### src/rtl/bcc_pkg.sv
// Shared types, constants and helpers for the button click classifier.
package bcc_pkg;

    localparam int TIME_BITS = 32;
    localparam int MS_BITS   = 16;
    localparam int NOW_BITS  = 32;

    typedef logic [TIME_BITS-1:0] time_t;
    typedef logic [MS_BITS-1:0]   ms_t;

    typedef enum logic [1:0] {
        EV_SHORT  = 2'd0,
        EV_LONG   = 2'd1,
        EV_DOUBLE = 2'd2
    } event_kind_t;

    typedef enum logic [1:0] {
        REG_DEBOUNCE_MS   = 2'd0,
        REG_LONG_PRESS_MS = 2'd1,
        REG_DOUBLE_MS     = 2'd2,
        REG_DOUBLE_EN     = 2'd3
    } reg_index_t;

    typedef struct packed {
        ms_t  debounce_ms;
        ms_t  long_press_ms;
        ms_t  double_click_ms;
        logic double_click_enable;
    } cfg_t;

    // Timestamp port value to internal time width (zero above, truncated below).
    function automatic time_t now_to_time(input logic [NOW_BITS-1:0] v);
        logic [63:0] wide;
        wide = {{(64-NOW_BITS){1'b0}}, v};
        return wide[TIME_BITS-1:0];
    endfunction

    // Millisecond setting widened to the time width for compares.
    function automatic time_t ms_to_time(input ms_t v);
        return {{(TIME_BITS-MS_BITS){1'b0}}, v};
    endfunction

endpackage

### src/rtl/bcc_cfg_regs.sv
// Configuration register bank with reset defaults.
module bcc_cfg_regs (
    input  logic                     aclk,
    input  logic                     aresetn,
    input  logic                     cfg_wr_en,
    input  bcc_pkg::reg_index_t      cfg_addr,
    input  logic [bcc_pkg::MS_BITS-1:0] cfg_wr_data,
    output bcc_pkg::cfg_t            cfg
);
    import bcc_pkg::*;

    cfg_t cfg_reg;

    always_ff @(posedge aclk) begin
        if (!aresetn) begin
            cfg_reg.debounce_ms         <= ms_t'(50);
            cfg_reg.long_press_ms       <= ms_t'(1000);
            cfg_reg.double_click_ms     <= ms_t'(300);
            cfg_reg.double_click_enable <= 1'b1;
        end else if (cfg_wr_en) begin
            unique case (cfg_addr)
                REG_DEBOUNCE_MS:   cfg_reg.debounce_ms         <= cfg_wr_data;
                REG_LONG_PRESS_MS: cfg_reg.long_press_ms       <= cfg_wr_data;
                REG_DOUBLE_MS:     cfg_reg.double_click_ms     <= cfg_wr_data;
                REG_DOUBLE_EN:     cfg_reg.double_click_enable <= cfg_wr_data[0];
                default: ;
            endcase
        end
    end

    assign cfg = cfg_reg;

endmodule

### src/rtl/bcc_classify.sv
// Press classification state machine: one scan per fire strobe.
module bcc_classify (
    input  logic                 aclk,
    input  logic                 aresetn,
    input  logic                 fire,
    input  logic                 pin_level,
    input  bcc_pkg::time_t       now,
    input  bcc_pkg::cfg_t        cfg,
    output logic                 ev_valid,
    output bcc_pkg::event_kind_t ev_kind
);
    import bcc_pkg::*;

    typedef enum logic [2:0] {
        PH_IDLE     = 3'd0,
        PH_DEBOUNCE = 3'd1,
        PH_PRESSED  = 3'd2,
        PH_LONG     = 3'd3,
        PH_RELEASED = 3'd4
    } phase_t;

    phase_t phase_reg, phase_next;
    time_t  debounce_start_reg, debounce_start_next;
    time_t  press_start_reg, press_start_next;
    time_t  last_click_reg, last_click_next;
    logic   long_sent_reg, long_sent_next;

    logic  pressed;
    time_t since_debounce, since_press, since_click;

    assign pressed        = ~pin_level;
    assign since_debounce = now - debounce_start_reg;
    assign since_press    = now - press_start_reg;
    assign since_click    = now - last_click_reg;

    always_comb begin
        phase_next          = phase_reg;
        debounce_start_next = debounce_start_reg;
        press_start_next    = press_start_reg;
        last_click_next     = last_click_reg;
        long_sent_next      = long_sent_reg;
        ev_valid            = 1'b0;
        ev_kind             = EV_SHORT;
        unique case (phase_reg)
            PH_DEBOUNCE: begin
                if (pressed) begin
                    if (since_debounce >= ms_to_time(cfg.debounce_ms)) begin
                        phase_next       = PH_PRESSED;
                        press_start_next = now;
                        long_sent_next   = 1'b0;
                    end
                end else begin
                    phase_next = PH_IDLE;
                end
            end
            PH_PRESSED: begin
                if (pressed) begin
                    if (!long_sent_reg &&
                        since_press >= ms_to_time(cfg.long_press_ms)) begin
                        phase_next     = PH_LONG;
                        long_sent_next = 1'b1;
                        ev_valid       = 1'b1;
                        ev_kind        = EV_LONG;
                    end
                end else begin
                    phase_next = PH_RELEASED;
                end
            end
            PH_LONG: begin
                if (!pressed) begin
                    phase_next = PH_IDLE;
                end
            end
            PH_RELEASED: begin
                // pin ignored on this scan
                if (!long_sent_reg) begin
                    if (since_click < ms_to_time(cfg.double_click_ms)) begin
                        ev_valid = cfg.double_click_enable;
                        ev_kind  = EV_DOUBLE;
                    end else begin
                        last_click_next = now;
                        ev_valid        = 1'b1;
                        ev_kind         = EV_SHORT;
                    end
                end
                phase_next = PH_IDLE;
            end
            default: begin
                // idle, and unused codes behave as idle
                phase_next = PH_IDLE;
                if (pressed) begin
                    phase_next          = PH_DEBOUNCE;
                    debounce_start_next = now;
                end
            end
        endcase
    end

    always_ff @(posedge aclk) begin
        if (!aresetn) begin
            phase_reg          <= PH_IDLE;
            debounce_start_reg <= '0;
            press_start_reg    <= '0;
            last_click_reg     <= '0;
            long_sent_reg      <= 1'b0;
        end else if (fire) begin
            phase_reg          <= phase_next;
            debounce_start_reg <= debounce_start_next;
            press_start_reg    <= press_start_next;
            last_click_reg     <= last_click_next;
            long_sent_reg      <= long_sent_next;
        end
    end

`ifndef NO_ASSERTIONS
    a_long_from_pressed: assert property (@(posedge aclk) disable iff (!aresetn)
        (ev_valid && ev_kind == EV_LONG) |-> (phase_reg == PH_PRESSED))
        else $error("long event outside pressed phase");

    a_long_marks_sent: assert property (@(posedge aclk) disable iff (!aresetn)
        (fire && ev_valid && ev_kind == EV_LONG) |=> long_sent_reg && phase_reg == PH_LONG)
        else $error("long event did not mark the press");

    a_released_to_idle: assert property (@(posedge aclk) disable iff (!aresetn)
        (fire && phase_reg == PH_RELEASED) |=> phase_reg == PH_IDLE)
        else $error("released scan did not return to idle");

    a_click_time_on_short: assert property (@(posedge aclk) disable iff (!aresetn)
        (fire && ev_valid && ev_kind == EV_SHORT) |=> last_click_reg == $past(now))
        else $error("short click did not record its time");
`endif

endmodule

### src/rtl/button_click_classifier.sv
// Top level: input register, classification step and result register.
// An accepted scan waits in the input register until it is classified; its event is then registered onto m_valid.
// Throughput: one scan per cycle while results are taken; a scan that yields no
// event never waits for the result register.
// Reset (aresetn low, synchronous): registers return to 50/1000/300/enabled,
// phase to idle, stored times and the long flag to zero, both stages empty.
module button_click_classifier (
    input  logic                          aclk,
    input  logic                          aresetn,
    // scan input
    input  logic                          s_valid,
    output logic                          s_ready,
    input  logic                          s_pin_level,
    input  logic [bcc_pkg::NOW_BITS-1:0]  s_now_ms,
    // event output
    output logic                          m_valid,
    input  logic                          m_ready,
    output logic [1:0]                    m_event_kind,
    // configuration write port
    input  logic                          cfg_wr_en,
    input  logic [1:0]                    cfg_addr,
    input  logic [bcc_pkg::MS_BITS-1:0]   cfg_wr_data
);
    import bcc_pkg::*;

    cfg_t cfg;

    // Input stage: holds one scan until the classifier takes it.
    logic                in_valid_reg;
    logic                pin_reg;
    logic [NOW_BITS-1:0] now_reg;

    // Result stage.
    logic        m_valid_reg;
    event_kind_t kind_reg;

    logic        ev_valid;
    event_kind_t ev_kind;
    logic        out_free;
    logic        advance;

    bcc_cfg_regs u_cfg (
        .aclk        (aclk),
        .aresetn     (aresetn),
        .cfg_wr_en   (cfg_wr_en),
        .cfg_addr    (reg_index_t'(cfg_addr)),
        .cfg_wr_data (cfg_wr_data),
        .cfg         (cfg)
    );

    // The result register is free when empty or being drained this cycle.
    assign out_free = !m_valid_reg || m_ready;
    // A scan with no event moves on regardless of the output side.
    assign advance  = in_valid_reg && (!ev_valid || out_free);
    assign s_ready  = !in_valid_reg || advance;

    bcc_classify u_classify (
        .aclk      (aclk),
        .aresetn   (aresetn),
        .fire      (advance),
        .pin_level (pin_reg),
        .now       (now_to_time(now_reg)),
        .cfg       (cfg),
        .ev_valid  (ev_valid),
        .ev_kind   (ev_kind)
    );

    always_ff @(posedge aclk) begin
        if (!aresetn) begin
            in_valid_reg <= 1'b0;
        end else if (s_ready) begin
            in_valid_reg <= s_valid;
        end
    end

    always_ff @(posedge aclk) begin
        if (s_valid && s_ready) begin
            pin_reg <= s_pin_level;
            now_reg <= s_now_ms;
        end
    end

    always_ff @(posedge aclk) begin
        if (!aresetn) begin
            m_valid_reg <= 1'b0;
        end else if (advance && ev_valid) begin
            m_valid_reg <= 1'b1;
        end else if (m_ready) begin
            m_valid_reg <= 1'b0;
        end
    end

    always_ff @(posedge aclk) begin
        if (advance && ev_valid) begin
            kind_reg <= ev_kind;
        end
    end

    assign m_valid      = m_valid_reg;
    assign m_event_kind = kind_reg;

`ifndef NO_ASSERTIONS
    a_no_overwrite: assert property (@(posedge aclk) disable iff (!aresetn)
        (m_valid_reg && !m_ready) |-> !(advance && ev_valid))
        else $error("pending event overwritten");

    a_event_needs_scan: assert property (@(posedge aclk) disable iff (!aresetn)
        (!m_valid_reg && $past(aresetn)) |=> (!m_valid_reg || $past(advance && ev_valid)))
        else $error("event appeared without a classified scan");

    a_silent_scan_moves: assert property (@(posedge aclk) disable iff (!aresetn)
        (in_valid_reg && !ev_valid) |-> s_ready)
        else $error("scan without an event stalled the input");
`endif

endmodule

### config.mk
export PLATFORM = sky130hd
export DESIGN_NAME = button_click_classifier
export DESIGN_NICKNAME = d
export VERILOG_FILES = /design/src/rtl/bcc_pkg.sv /design/src/rtl/bcc_cfg_regs.sv /design/src/rtl/bcc_classify.sv /design/src/rtl/button_click_classifier.sv
export SDC_FILE = /design/constraint.sdc
export NUM_CORES = 1
export LEC_CHECK = 0
export BUFFER_PORTS_ARGS = -buffer_cell sky130_fd_sc_hd__buf_4
export CORE_MARGIN = 10
export CORE_UTILIZATION = 45
export DETAILED_ROUTE_END_ITERATION = 6
export PLACE_DENSITY_LB_ADDON = 0.2
export SYNTH_ARGS = -nofsm -noshare
export SYNTH_HDL_FRONTEND = slang
export SYNTH_SLANG_ARGS = --single-unit
export TNS_END_PERCENT = 50
### constraint.sdc
create_clock -name aclk -period 5.95 [get_ports aclk]
set_input_delay 0.8925 -clock aclk [delete_from_list [all_inputs] [get_ports aclk]]
set_output_delay 0.8925 -clock aclk [all_outputs]
set_load 0.005 [all_outputs]
## Word level (Yosys, flattened, before mapping)

Cells that the tools add are included.

- Flip-flop bits (word level): 186
- Word-level logic and storage cells: 86
- Output and inout bits: 4

- Add/subtract/negate cells: 3
- Bitwise gates (word level): 4
- Magnitude comparators: 3
- Mux-type cells: 24
- Equality and inequality tests: 14
- Reduce and logical (&&, ||, !) cells: 24

Operator list:

| kind | count |
|---|---|
| $sub A32 B32 Y32 | 3 |
| $ge A32 B16 Y1 | 2 |
| $lt A32 B16 Y1 | 1 |
| $mux W3 | 5 |
| $mux W1 | 12 |
| $pmux W3 S4 | 1 |
| $reduce_and A4 Y1 | 3 |
| $reduce_and A2 Y1 | 4 |
| $eq A3 B2 Y1 const B | 2 |
| $mux W2 | 3 |
| $ne A2 B2 Y1 const B | 3 |
| $ne A3 B2 Y1 const B | 2 |
| $reduce_and A6 Y1 | 1 |
| $eq A2 B2 Y1 const B | 2 |
| $logic_and A1 B1 Y1 | 4 |
| $logic_not A1 Y1 | 4 |
| $ne A2 B1 Y1 const B | 2 |
| $not A1 Y1 | 4 |
| $pmux W1 S2 | 2 |
| $pmux W2 S2 | 1 |
| $reduce_bool A2 Y1 | 2 |
| $reduce_or A4 Y1 | 1 |
| $eq A3 B1 Y1 const B | 1 |
| $eq A3 B3 Y1 const B | 1 |
| 4 further kinds | 6 |

## Longest topological paths before layout

Gate-level depths: netlist (run 1).

- Depth in word-level cells: 11
- Mapped depth: 26

## Modules after synthesis

A second synthesis (run 1) with hierarchy kept.

- Cell total of the unflattened synthesis: 1767
- Area, all modules: 14311.2 um2

Modules (own cells, without submodules):

| module | seq. area each (um2) | area each (um2) | cells each | instances |
|---|---|---|---|---|
| bcc_classify | 2001.9 | 11155.7 | 1529 | 1 |
| bcc_cfg_regs | 980.9 | 1986.9 | 191 | 1 |
| button_click_classifier | 1091.0 | 1168.6 | 47 | 1 |

## Worst setup path before layout (run 1)

No wires, ideal clock.

- Path kind: register -> register
- Start point: register now_reg[6]
- End point: register now_reg[0], enable pin
- Setup slack: -0.195 ns
- Path buffers: 0
- Data arrival time: 5.702 ns
- Cell stages (with the launch flop): 19
- Required time: 5.507 ns
- Period minus slack after synthesis: 6.145 ns
- Cell sequence: edfxtp_1 > ha_1 > a2111o_1 > o21ai_0 > nand2_1 > a31oi_1 > o21bai_1 > a21oi_1 > xnor2_1 > ha_1 > a21oi_1 > nand3_1 > a31oi_1 > nand4_1 > a2111oi_0 > nand4b_1 > o211a_1 > o2bb2ai_1 > a31oi_1

- Cells in the longest elaborated chain, start to end: 11
- Elaborated cells on any way between the ends: 15
- Those cells by class: add/sub: 2; order compare: 2; mux: 5; reduce/logical: 6

Ends and longest elaborated chain:

| item | RTL line | text |
|---|---|---|
| from (decl) | button_click_classifier.sv:31 | `logic [NOW_BITS-1:0] now_reg;` |
| from (signal assigned) | button_click_classifier.sv:79 | `now_reg <= s_now_ms;` |
| $sub A32 B32 Y32 | bcc_classify.sv:33 | `assign since_press = now - press_start_reg;` |
| $ge A32 B16 Y1 | bcc_classify.sv:59 | `since_press >= ms_to_time(cfg.long_press_ms)) begin` |
| $logic_and A1 B1 Y1 | bcc_classify.sv:58 | `if (!long_sent_reg &&` |
| $mux W1 | bcc_classify.sv:58 |  |
| $mux W1 | bcc_classify.sv:57 | `if (pressed) begin` |
| $pmux W1 S2 (*) | bcc_classify.sv:44 | `unique case (phase_reg)` |
| $logic_not A1 Y1 (*) | button_click_classifier.sv:54 | `assign advance = in_valid_reg && (!ev_valid \|\| out_free);` |
| $logic_or A1 B1 Y1 (*) | button_click_classifier.sv:54 |  |
| $logic_and A1 B1 Y1 (*) | button_click_classifier.sv:54 |  |
| $logic_or A1 B1 Y1 (*) | button_click_classifier.sv:55 | `assign s_ready = !in_valid_reg \|\| advance;` |
| $logic_and A1 B1 Y1 (*) | button_click_classifier.sv:77 | `if (s_valid && s_ready) begin` |

Mark *: on every way between the ends. The rest lies on a longest branch, timed or not.
A chain may end at the register's enable or synchronous reset.

## Worst setup path after layout (run 1)

- Start point: register now_reg[1]
- End point: output port s_ready

- Cells in the longest elaborated chain, start to end: 10
- Elaborated cells on any way between the ends: 14
- Those cells by class: add/sub: 2; order compare: 2; mux: 5; reduce/logical: 5

Ends and longest elaborated chain:

| item | RTL line | text |
|---|---|---|
| $sub A32 B32 Y32 | bcc_classify.sv:33 |  |
| $ge A32 B16 Y1 | bcc_classify.sv:59 |  |
| $logic_and A1 B1 Y1 | bcc_classify.sv:58 |  |
| $mux W1 | bcc_classify.sv:58 |  |
| $mux W1 | bcc_classify.sv:57 |  |
| $pmux W1 S2 (*) | bcc_classify.sv:44 |  |
| $logic_not A1 Y1 (*) | button_click_classifier.sv:54 |  |
| $logic_or A1 B1 Y1 (*) | button_click_classifier.sv:54 |  |
| $logic_and A1 B1 Y1 (*) | button_click_classifier.sv:54 |  |
| $logic_or A1 B1 Y1 (*) | button_click_classifier.sv:55 |  |
| to (decl) | button_click_classifier.sv:12 | `output logic s_ready,` |

Marked as above.

==> results, run 1 <==
- The flow ran to the end, and the final reports show no timing, DRC or antenna violations.
- The worst-path maximum fanout is 4.
- The initial antenna violation count is 0.
- The repair_antennas step left the layout with diodes totalling 0.
- Between clock sinks in the finished design, the worst skew comes to around 0.012 ns.
- The floorplan step set the die height to approximately 200 µm.
- Counting every instance in the synthesized netlist gives approximately 1800.
- Of the total synthesized cell area, the portion taken by XOR and XNOR cells is 0.0363.
- Clock tree synthesis selected as its root buffer the cell clkbuf_16.
- The distinct cell type count after synthesis is 94.
- A synthesized cell averages 7.87 µm².
- The Yosys step of the flow raised 0 warnings.
- The kind of start point of the critical path is a flip-flop.
- The die is 196 µm wide.
- The effective utilization at floorplan is 0.457.
- Final hold analysis gives a worst-case slack of ~0.46 ns.
- The TritonCTS clock tree is yes.
- After clock tree synthesis, the clock-pin slew on the worst setup and hold paths is 0.08 ns.
- The smallest clock period supported by the final layout is computed as just under 6 ns.
- The largest family of logic cells by synthesized area is compound AO/OA/AOI/OAI gates.
- The register with the most flip-flops in the layout has about 50 of them.
- After floorplanning, the core was divided into 64 placement rows.
- After detailed routing, the number of vias per cell comes to 5.79.
- The congestion estimate from routability-driven global placement came to ~0.93.
- The number of synthesized flops with an enable pin is 35.
- Setup repair after global routing could not meet its margin everywhere.
- The final net count is a little over 2000.
- The number of detailed-routing iterations run before antenna repair is 6.
- The path type of the worst setup path is reg2out.
- The area of the die is approximately 0.039 mm².
- For the worst flop-to-flop path, the logic depth is 20.
- The synthesized flop and latch total is ~190.
- The clock drives 186 sinks.
- The total DRC errors in the routed layout is 0.
- The max-slew headroom at the worst pin is 0.259.
- The number of hold-repair buffers added at the cts stage is 0.
- The worst setup path is captured at a primary output.
- The sequential area share after synthesis is 0.291.
- The worst endpoint required time is about 5.1 ns.
- The final layout contains routed wiring with a total length of ~41 mm.
- The number of maximum-capacitance constraint violations is 0.
- Synthesis produced a netlist with a net count of just under 2000.
- The count of cells along the worst hold path is 2.
- The count of pins over their slew limit is 0.
- The maximum VDD drop is 157 µV.
- For this run the aggregate overflow at the end of global routing stands at 0.
- The number of global-route vias before repair is 12300.
- The post-route core utilization is 0.516.
- In this run the cell area of the synthesized design comes to around 0.014 mm².
- The predominant post-synthesis flop cell is dfxtp_1.
- At the pin with the least slew margin, the transition time is between 1 and 1.5 ns.
- The area share of fa/ha/maj cells after synthesis is 0.130.
- The global-route wire length before repair is roughly 64 mm.
- Power spread over the standard cell area amounts to roughly 230 mW/mm².
- Across every metal layer, demand over resource in global routing totals 0.203.
- The number of nets with antenna violations after detailed routing is 0.
- The period utilization is 0.971.
- The synthesized-area fraction occupied by ao, oa, aoi and oai cells is 0.220.
- The final route contains between 10000 and 15000 vias.
- The number of endpoints with negative hold slack in the final report is 0.
- The path class of the tightest hold or removal check is reg2reg.
- For the worst setup path, the data arrival time is between 4 and 5 ns.
- The top cell types in the final layout, fill and taps aside, are 253 x nand2_1, 179 x a21oi_1, 172 x inv_1.
- The routed length per instance is 18.3 µm.
- The count of buffers added on input and output ports is between 50 and 60.
- Derived from the worst setup path, the maximum achievable clock frequency is approximately 0.17 GHz.
- The number of H-tree branching levels is 4.
- Entering global routing, the biggest net connects slightly above 80 pins.
- The layout overhead on the synthesized area is 13.0%.
- After floorplanning, the core was sized to cover slightly above 0.03 mm².
- The proportion of synthesized area in mux cells is 0.0560.
- The placed wire-length estimate is between 30 and 40 mm.
- The total of endpoints with negative setup slack in the final report is 0.
- In the final layout, the share of cells above drive strength 1 is 0.109.
- Pin placement for this block handled 60 I/O pins.
- Of the total synthesized cell area, the portion taken by AND, OR, NAND and NOR gates is 0.192.
- In the synthesized netlist the async set-or-reset flop fraction comes to 0.
- The commonest non-fill, non-tap cell in the layout is nand2_1.
- The later-pin clock latency in the skew report is 0.44 ns.
- The initial detailed-routing violation count is about 960.
- The number of clock buffers added by TritonCTS is 17.
- The maximum buffer depth of the clock tree is 2.
- The static leakage is ~6.4 nW.
critical path, cell delays in order (launching register included):
cell and delay, ns:
edfxtp_1 0.48, ha_1 0.32, nor2b_1 0.13, o31a_1 0.27, buf_4 0.16, o21a_1 0.17
nor2_1 0.12, xnor2_1 0.14, ha_1 0.26, a211o_1 0.31, a21oi_2 0.14, o31ai_2 0.10
a2111oi_4 0.29, buf_4 0.17, o21ai_0 0.09, nor4_1 0.28, nand4b_1 0.25, o211a_1 0.34
o2bb2ai_4 0.16, nand3_1 0.12, buf_4 0.12
final timing paths:
check / from / endpoint / slack (ns)
max: now_reg[1]$_DFFE_PP_ / s_ready / 0.17
min: u_cfg.cfg[12]$_SDFFE_PN0P_ / u_cfg.cfg[12]$_SDFFE_PN0P_ / 0.46
max reg2reg: now_reg[1]$_DFFE_PP_ / u_classify.press_start_reg[7]$_SDFFE_PN0P_ / 0.29
min reg2reg: u_cfg.cfg[12]$_SDFFE_PN0P_ / u_cfg.cfg[12]$_SDFFE_PN0P_ / 0.46
routing by layer:
layer	share of wire	vias to the layer above	GRT usage
met5	0	-	0
li1	-	6393	-
met1	0.47	6158	0.276
met4	0.018	0	0.0532
met2	0.47	350	0.336
met3	0.045	39	0.0206
final cells by class:
type                            instances  area [µm²]
Tap cell                              396         495
Clock inverter                         15         169
Inverter                              174         656
Timing Repair Buffer                  106         872
Sequential cell                       186        4070
Fill cell                            3033       14800
Clock buffer                           17         425
Multi-Input combinational cell       1341        9100
logic make-up after synthesis:
family | count (synthesis)
XOR/XNOR | 58
AND/OR/NAND/NOR | 584
multiplexers | 78
adder cells (fa/ha/maj) | 143
flip-flops | 186
AO/OA/AOI/OAI | 478
buffers and inverters | 248
metrics by stage:
stage / TNS [ns] / power (W) / area [µm²] / instances / setup WS (ns)
after floorplan: 0 / 0.00217 / 14000 / 1775 / 0.529
after global placement: 0 / 0.00245 / 14800 / 2184 / 0.157
after detailed placement: 0 / 0.00247 / 14800 / 2184 / 0.0923
after CTS: 0 / 0.00363 / 15400 / 2217 / 0.00315
after global routing: -0.0160 / 0.00388 / 15800 / 2235 / -0.0143
final: 0 / 0.00368 / 15800 / 2235 / 0.172
synthesized netlist by cell type, drive strengths merged, types with 4 or more instances:
| cell | count | area, µm² |
|---|---|---|
| a2111oi | 9 | 85.1 |
| a211o | 4 | 36.3 |
| a211oi | 15 | 113 |
| a21o | 26 | 196 |
| a21oi | 193 | 992 |
| a221oi | 11 | 96.3 |
| a31oi | 12 | 75.1 |
| and2 | 11 | 68.8 |
| and3 | 8 | 51.3 |
| and4 | 6 | 52.6 |
| buf | 17 | 148 |
| clkbuf | 56 | 234 |
| dfxtp | 151 | 3020 |
| edfxtp | 35 | 1050 |
| ha | 140 | 1750 |
| inv | 174 | 653 |
| mux2i | 77 | 771 |
| nand2 | 253 | 950 |
| nand2b | 11 | 68.8 |
| nand3 | 21 | 105 |
| nand4 | 35 | 225 |
| nor2 | 151 | 583 |
| nor2b | 16 | 100 |
| nor3 | 27 | 135 |
| nor3b | 4 | 30.0 |
| nor4 | 12 | 81.3 |
| o2111ai | 9 | 96.4 |
| o211ai | 36 | 270 |
| o21a | 23 | 173 |
| o21ai | 69 | 349 |
| o21bai | 12 | 90.1 |
| o221ai | 6 | 52.6 |
| o22ai | 6 | 37.5 |
| o31ai | 10 | 75.1 |
| or3 | 8 | 51.3 |
| or4 | 6 | 46.3 |
| xnor2 | 36 | 315 |
| xor2 | 22 | 193 |
report_power, final:
group	internal, W	switching (W)	leakage [nW]
clock network	0.000568	0.000589	0.291
registers	0.00133	0.0000516	1.57
logic	0.000458	0.000682	4.51
timing repair:
item | CTS | global route
buffers inserted | 1 | 15
resized for setup | 8 | 44
setup endpoints to repair | 1 | 35
pin swaps | 4 | 23
gates cloned | 0 | 3
endpoints found under the hold margin | 0 | 0
Power figures use the tool's default switching activity.
==> run 2, diff against run 1 <==
--- a/config.mk
+++ b/config.mk
@@ -6,6 +6,7 @@
 export NUM_CORES = 1
 export LEC_CHECK = 0
 export BUFFER_PORTS_ARGS = -buffer_cell sky130_fd_sc_hd__buf_4
+export CORE_ASPECT_RATIO = 0.7
 export CORE_MARGIN = 10
 export CORE_UTILIZATION = 45
 export DETAILED_ROUTE_END_ITERATION = 6
==> run 2 against run 1 <==
Non-clock buffer count rose by 4; clock skew rose by 0.0019 ns; power fell by 0.98%; fmax fell by 0.54%; via count rose by 1.3%; largest cell class unchanged; highest routed layer unchanged.
==> results, run 2 (synthesis results as in run 1) <==
- The run finished with clean final reports.
- The number of H-tree branching levels is 4.
- The power consumption is between 0.003 and 0.004 W.
- In this run, the number of DRC markers left after iteration 0 of detailed routing was 1155.
- For this configuration, the core starts out at a cell density of 0.461.
- The clock tree root buffer cell is clkbuf_16.
- Of the available clock period, the critical path in the final layout requires 0.976.
- The endpoint with the worst hold slack is u_cfg.cfg[1]$_SDFFE_PN0P_.
- The filler cells instantiated in the layout total approximately 2900.
- The count of pins over their slew limit came to 0.
- The number of detailed-routing iterations run before antenna repair is 5.
- The data arrival time at the worst-slack endpoint is between 4 and 5 ns.
- The final setup TNS is 0 ns.
- After floorplanning, the core was divided into 53 placement rows.
- TritonCTS built the clock tree.
- The category of cells accounting for the largest share of critical-path delay is compound AO/OA/AOI/OAI gates.
- Setup repair after global routing could not meet its margin everywhere.
- The number of antenna cells inserted is 0.
- In the routed design, unresolved DRC markers number 0.
- The critical path is of the reg2out type.
- The count of cells along the worst hold path is 2.
- The final critical path time including I/O delays and setup is slightly below 6 ns.
- The initial antenna violation count is 0.
- In this run the register-to-register setup slack is ~0.25 ns.
- In the global route stage, overall resource usage came out at 0.206.
- The commonest non-fill, non-tap cell in the layout is nand2_1.
- The x dimension of the die is between 200 and 250 µm.
- The clock drives roughly 190 sinks.
- After detailed routing, the average wire length per cell comes to roughly 19 µm.
- The measured slew at the worst slew-check pin is approximately 1.2 ns.
- Summing over every cut layer, the via total after detailed routing is ~13000.
- Headroom to the max-slew limit came out at 0.175.
- The number of maximum-capacitance constraint violations is 0.
- The number of endpoints with negative hold slack in the final report was 0.
- In this run the critical register-to-register path is launched from now_reg[1]$_DFFE_PP_.
- The final weighted congestion in routability-driven placement is roughly 0.95.
- For the worst setup path, the data required time is 5.06 ns.
- The register with the most flip-flops in the layout has 49 of them.
- Summed over all layers, the routed wires come to 41.8 mm.
- Entering global routing, the biggest net connects 80 pins.
- The worst register-to-register path has a depth of 21.
- The type of element capturing the critical path is a primary output.
- The area of the die is 0.0386 mm².
- The number of buffers inserted by port buffering is around 60.
- The number of global-route vias before repair was between 10000 and 15000.
- The clock edge transition at the registers on the reported setup and hold paths is 0.08 ns.
- The kind of start point of the critical path is a flip-flop.
- On the final layout, the worst clock skew is 0.0141 ns.
- No sink is reached through more buffers than the 2 on the longest clock path.
- Of the cells placed in the final design, the portion with a size suffix greater than 1 is 0.112.
- In the final design database the tool counted 2029 nets.
- The static leakage is about 6.4 nW.
- Detailed placement finished with a half-perimeter wire length of 32.0 mm.
- The average via count per standard cell is around 5.8.
- The placeable core region is 0.0303 mm².
- The global-route wire length before repair is approximately 65 mm.
- Along the worst path, the maximum fanout reaches 4.
- The critical path contains buffers and inverters numbering 3 combined.
- The residual overflow from global routing is 0.
- The number of primary I/O pins is 60.
- The standard cell with the maximum stage delay on the critical path is fa_1.
- On the worst path, the slowest cell contributes a delay of 0.43 ns.
- IR analysis of the VDD net gives a maximum drop of ~180 µV.
- Traced cell by cell, the critical path runs through inv_2 > buf_6 > ha_1 > fa_1 > nor2b_2 > o2111a_2 > nor2_1 > o21a_1 > o21ai_0 > xor2_1 > ha_1 > o21ai_0 > nor2_1 > a2111oi_2 > o21ai_1 > nor4_2 > nand4b_1 > o211a_1 > o2bb2ai_4 > nand3_2 > buf_6.
- The layout overhead on the synthesized area is 13.2%.
- The power per cell area is roughly 230 mW/mm².
- The number of nets with antenna violations after detailed routing is 0.
- The height of the die is 167 µm.
- Setup violations remaining at the end of the flow were counted as 0.
- At the later pin of the worst-skew pair, clock insertion delay measures between 0.4 and 0.5 ns.
- The critical path crosses 21 cells after its start point.
- The hold path startpoint is u_cfg.cfg[1]$_SDFFE_PN0P_.
- The worst register-to-register path ends at u_classify.press_start_reg[11]$_SDFFE_PN0P_.
- Clock tree synthesis inserted a total of 17 buffers.
- The highest clock frequency the design can meet is approximately 0.17 GHz.
- The tightest hold path in the finished design has a slack of between 0.4 and 0.5 ns.
- In the layout the commonest cells are 252 x nand2_1, 182 x a21oi_1, 171 x inv_1.
- In this run the worst hold path is classified as reg2reg.
- The post-route core utilization is 0.522.
## run 2: cell type report
cell class                 instances  area (µm²)  area share
clock buffer                      18         429      0.0271
clock inverter                    14         135     0.00854
inverter                         174         656      0.0414
multi-input combinational       1341        9090       0.575
sequential                       186        4070       0.257
tap                              412         515      0.0326
timing repair buffer             110         922      0.0583
## run 2: per-layer routing
| metal | global-route usage | up-vias | part of all wire |
|---|---|---|---|
| met2 | 0.301 | 454 | 0.42 |
| met4 | 0.0371 | 0 | 0.012 |
| met3 | 0.0360 | 39 | 0.080 |
| met1 | 0.309 | 6214 | 0.49 |
| met5 | 0 | - | 0 |
| li1 | - | 6407 | - |
## run 2: worst max-delay path by stage
stage	slack [ns]	startpoint	end
4_1_cts	0.005	now_reg[0]$_DFFE_PP_	u_classify.press_start_reg[29]$_SDFFE_PN0P_
5_1_grt	-0.11	now_reg[0]$_DFFE_PP_	s_ready
6_report	0.14	now_reg[0]$_DFFE_PP_	s_ready
2_1_floorplan	0.53	now_reg[0]$_DFFE_PP_	u_classify.press_start_reg[3]$_SDFFE_PN0P_
3_3_place_gp	0.15	now_reg[0]$_DFFE_PP_	u_classify.press_start_reg[17]$_SDFFE_PN0P_
3_5_place_dp	0.05	now_reg[0]$_DFFE_PP_	u_classify.press_start_reg[11]$_SDFFE_PN0P_
## run 2: metrics by stage
stage,worst slack [ns],instances,instance area (µm²)
after detailed placement,0.0518,2202,14800
final,0.141,2255,15800
after CTS,0.00541,2235,15500
after global routing,-0.111,2255,15800
after floorplan,0.529,1775,14000
after global placement,0.149,2202,14800
## run 2: tightest hold or removal path, cell delays in order (launching register included)
cell and delay [ns]:
dfxtp_1 0.31, nand2_1 0.05, a21oi_1 0.05
## run 2: report_power, final
| group | switching [W] | internal [W] |
|---|---|---|
| sequential | 0.0000532 | 0.00133 |
| combinational | 0.000685 | 0.000453 |
| clock | 0.000567 | 0.000554 |
## run 2: timing repair
action	in CTS	in global routing
hold buffers	0	0
gates cloned	0	3
endpoints found under the setup margin	1	35
gates resized for setup	17	38
pin swaps	5	23
buffers inserted	1	17
==> run 3, diff against run 2 <==
--- a/config.mk
+++ b/config.mk
@@ -11,6 +11,7 @@
 export CORE_UTILIZATION = 45
 export DETAILED_ROUTE_END_ITERATION = 6
 export PLACE_DENSITY_LB_ADDON = 0.2
+export REMOVE_ABC_BUFFERS = 1
 export SYNTH_ARGS = -nofsm -noshare
 export SYNTH_HDL_FRONTEND = slang
 export SYNTH_SLANG_ARGS = --single-unit
==> run 3 against run 2 <==
Wire length decreased by 2.6%; cell area is essentially flat; cell count decreased by 0.27%; largest cell class unchanged; worst hold slack worse by 0.0012 ns; die area did not move.
==> results, run 3 (synthesis results as in run 1) <==
- In this design, the stage delay of the slowest critical-path cell is approximately 0.40 ns.
- The slowest stage of the critical path belongs to the cell edfxtp_1.
- The effective utilization at floorplan is 0.461.
- The initial antenna violation count came to 0.
- The worst path meets setup with about 0.19 ns of slack.
- The cell family contributing the most delay on the critical path is compound AO/OA/AOI/OAI gates.
- After clock tree synthesis, the clock-pin slew on the worst setup and hold paths is 0.08 ns.
- The initialized floorplan defines 53 standard-cell rows.
- For this run, the top clock speed supported by timing is approximately 0.17 GHz.
- The routed design could run at a clock period as short as 5.76 ns.
- In this run the horizontal extent of the chip is between 200 and 250 µm.
- The filler cells instantiated in the layout total 2948.
- STA classifies the critical path endpoint as a primary output.
- The global-route track usage on met2 is 0.284.
- The total number of clock tree sinks is 186.
- At the placement stage, the worst setup path has a slack of between 0.009 and 0.01 ns.
- Of the total power, the share spent switching nets is 0.358.
- Setup violations remaining at the end of the flow were counted as 0.
- In the finished design, the share of the clock period the worst path needs comes to 0.968.
- The number of H-tree branching levels is 4.
- The count of pins over their slew limit came to 0.
- The proportion of layout cells with a drive suffix above 1 is 0.106.
- Of the total power, combinational logic draws 0.305.
- The footprint of the multi-input gates is around 0.0091 mm².
- The measured slew at the worst slew-check pin is roughly 1.3 ns.
- Hold timing on the final database bottoms out at a slack of ~0.45 ns.
- The residual overflow from global routing is 0.
- Entering global routing, the biggest net connects 85 pins.
- Clock latency on the worst-skew pair, taken at its later pin, is 0.46 ns.
- The initial detailed-routing violation count is approximately 1300.
- The TritonCTS clock tree is yes.
- The worst endpoint required time is roughly 5.1 ns.
- The maximum buffer depth of the clock tree is 2.
- The max-slew headroom at the worst pin is 0.122.
- The layout overhead on the synthesized area is 13.2%.
- The total CTS buffers is 17.
- The number of primary I/O pins is 60.
- The area of the die is approximately 0.039 mm².
- The storage element area is 0.00407 mm².
- The met1 track utilization from global routing is 0.310.
- The number of nets with antenna violations after detailed routing is 0.
- Power spread over the standard cell area amounts to about 230 mW/mm².
- For this design, the CTS-stage hold fixing added 0 buffers.
- The count of buffers added on input and output ports is 59.
- The worst setup path is launched from a flip-flop.
- In the final routed layout, each cell accounts on average for roughly 18 µm.
- The type of the most critical hold path is reg2reg.
- The top cell types in the final layout, fill and taps aside, are 252 x nand2_1, 182 x a21oi_1, 172 x inv_1.
- The register with the most flip-flops in the layout has 49 of them.
- The number of endpoints with negative hold slack in the final report is 0.
- The number of global-route vias before repair was between 10000 and 15000.
- The global-route wire length before repair is between 60 and 70 mm.
- The data arrival time at the worst-slack endpoint is between 4 and 5 ns.
- The pre-antenna-repair detailed-routing pass consisted of 6 iterations.
- The total vias in the final route is roughly 13000.
- For this design the static power due to leakage is roughly 6.4 nW.
- The placed wire-length estimate is around 31 mm.
- In this run the standard cell core region covers roughly 0.030 mm².
- The total detailed-routing wirelength is about 41 mm.
- Leaving out fill and tap cells, the most frequent cell in the layout is nand2_1.
- The total buffers and inverters traversed by the critical path is 5.
- met1 is the most crowded layer.
- The switching power of the nets is approximately 0.0013 W.
- The path type of the worst setup path is reg2out.
- The internal portion of total power is approximately 0.0024 W.
- The final net count is 2023.
- The final weighted congestion in routability-driven placement is about 0.93.
- The clock tree root buffer cell is clkbuf_16.
- Measured along the y axis, the die boundary spans around 170 µm.
- Dividing the detail-routed via count by the number of cells gives 5.76.
- The worst-path maximum fanout is 3.
- The run finished with clean final reports.
- The number of maximum-capacitance constraint violations is 0.
- 0 antenna diodes ended up in the layout.
- The all-layer global routing usage is 0.203.
- The maximum VDD drop is approximately 190 µV.
- The signal on the critical path passes through inv_2 > buf_6 > ha_2 > inv_1 > fa_2 > a21o_1 > a311oi_2 > o21a_1 > o21ai_2 > xor2_1 > ha_1 > nand2_1 > nor2_1 > a211oi_2 > o221ai_4 > nor4_4 > o22ai_2 > nor4_4 > buf_4 > and3_4 > o2bb2ai_2 > nand3_1 > buf_4.
- The total DRC errors in the routed layout is 0.
- For met3 alone, demand over resource in global routing was 0.0348.
- The share of total power dissipated in the clock network is 0.322.
- The sequential group share of total power is 0.373.
- The clock skew after layout is ~0.017 ns.
[run 3: tightest hold or removal path, stage by stage (launching register included)]
cell and delay (ns):
dfxtp_1 0.31, nand2_1 0.05, a21oi_1 0.05
[run 3: final timing paths]
kind	end	depth (start not counted)	from	slack, ns
hold reg to reg	u_cfg.cfg[1]$_SDFFE_PN0P_	2	u_cfg.cfg[1]$_SDFFE_PN0P_	0.45
setup reg to reg	u_classify.press_start_reg[18]$_SDFFE_PN0P_	27	now_reg[0]$_DFFE_PP_	0.24
hold / removal	u_cfg.cfg[1]$_SDFFE_PN0P_	2	u_cfg.cfg[1]$_SDFFE_PN0P_	0.45
setup / recovery	s_ready	23	now_reg[0]$_DFFE_PP_	0.19
[run 3: final cells by class]
cell class / instances / area share
repair buffers: 104 / 0.0554
clock inverters: 13 / 0.00957
flip-flops and latches: 186 / 0.258
well taps: 412 / 0.0326
multi-input cells: 1341 / 0.574
clock buffers: 19 / 0.0293
inverters: 174 / 0.0414
[run 3: power groups by stage]
stage	combinational (W)	sequential, W	clock, W
after floorplan	0.000757	0.00139	0
after global placement	0.00103	0.00141	0
after detailed placement	0.00105	0.00141	0
after CTS	0.00106	0.00138	0.00121
after global routing	0.00125	0.00139	0.00126
final	0.00113	0.00138	0.00119
[run 3: what timing repair did]
item / 4_1_cts / 5_1_grt
endpoints found under the setup margin: 1 / 34
resized for setup: 7 / 44
cloned: 0 / 3
pin swaps: 0 / 28
buffers inserted: 1 / 15
hold endpoints to repair: 0 / 0
[run 3: per-stage QoR]
stage	total power (W)	TNS (ns)	util	area (µm²)	cells
finish	0.00371	0	0.522	15800	2249
global route	0.00391	-0.0317	0.522	15800	2249
CTS	0.00366	0	0.510	15400	2231
detailed placement	0.00246	0	0.488	14800	2198
global placement	0.00244	0	0.488	14800	2198
floorplan	0.00215	-6.44	-	13600	1701
[run 3: routing by layer]
metal,routed length (µm),share of wire,up-vias
met5,0,0,-
met1,20700,0.51,6094
met2,16500,0.41,417
met4,654,0.016,0
met3,2800,0.069,46
li1,-,-,6395
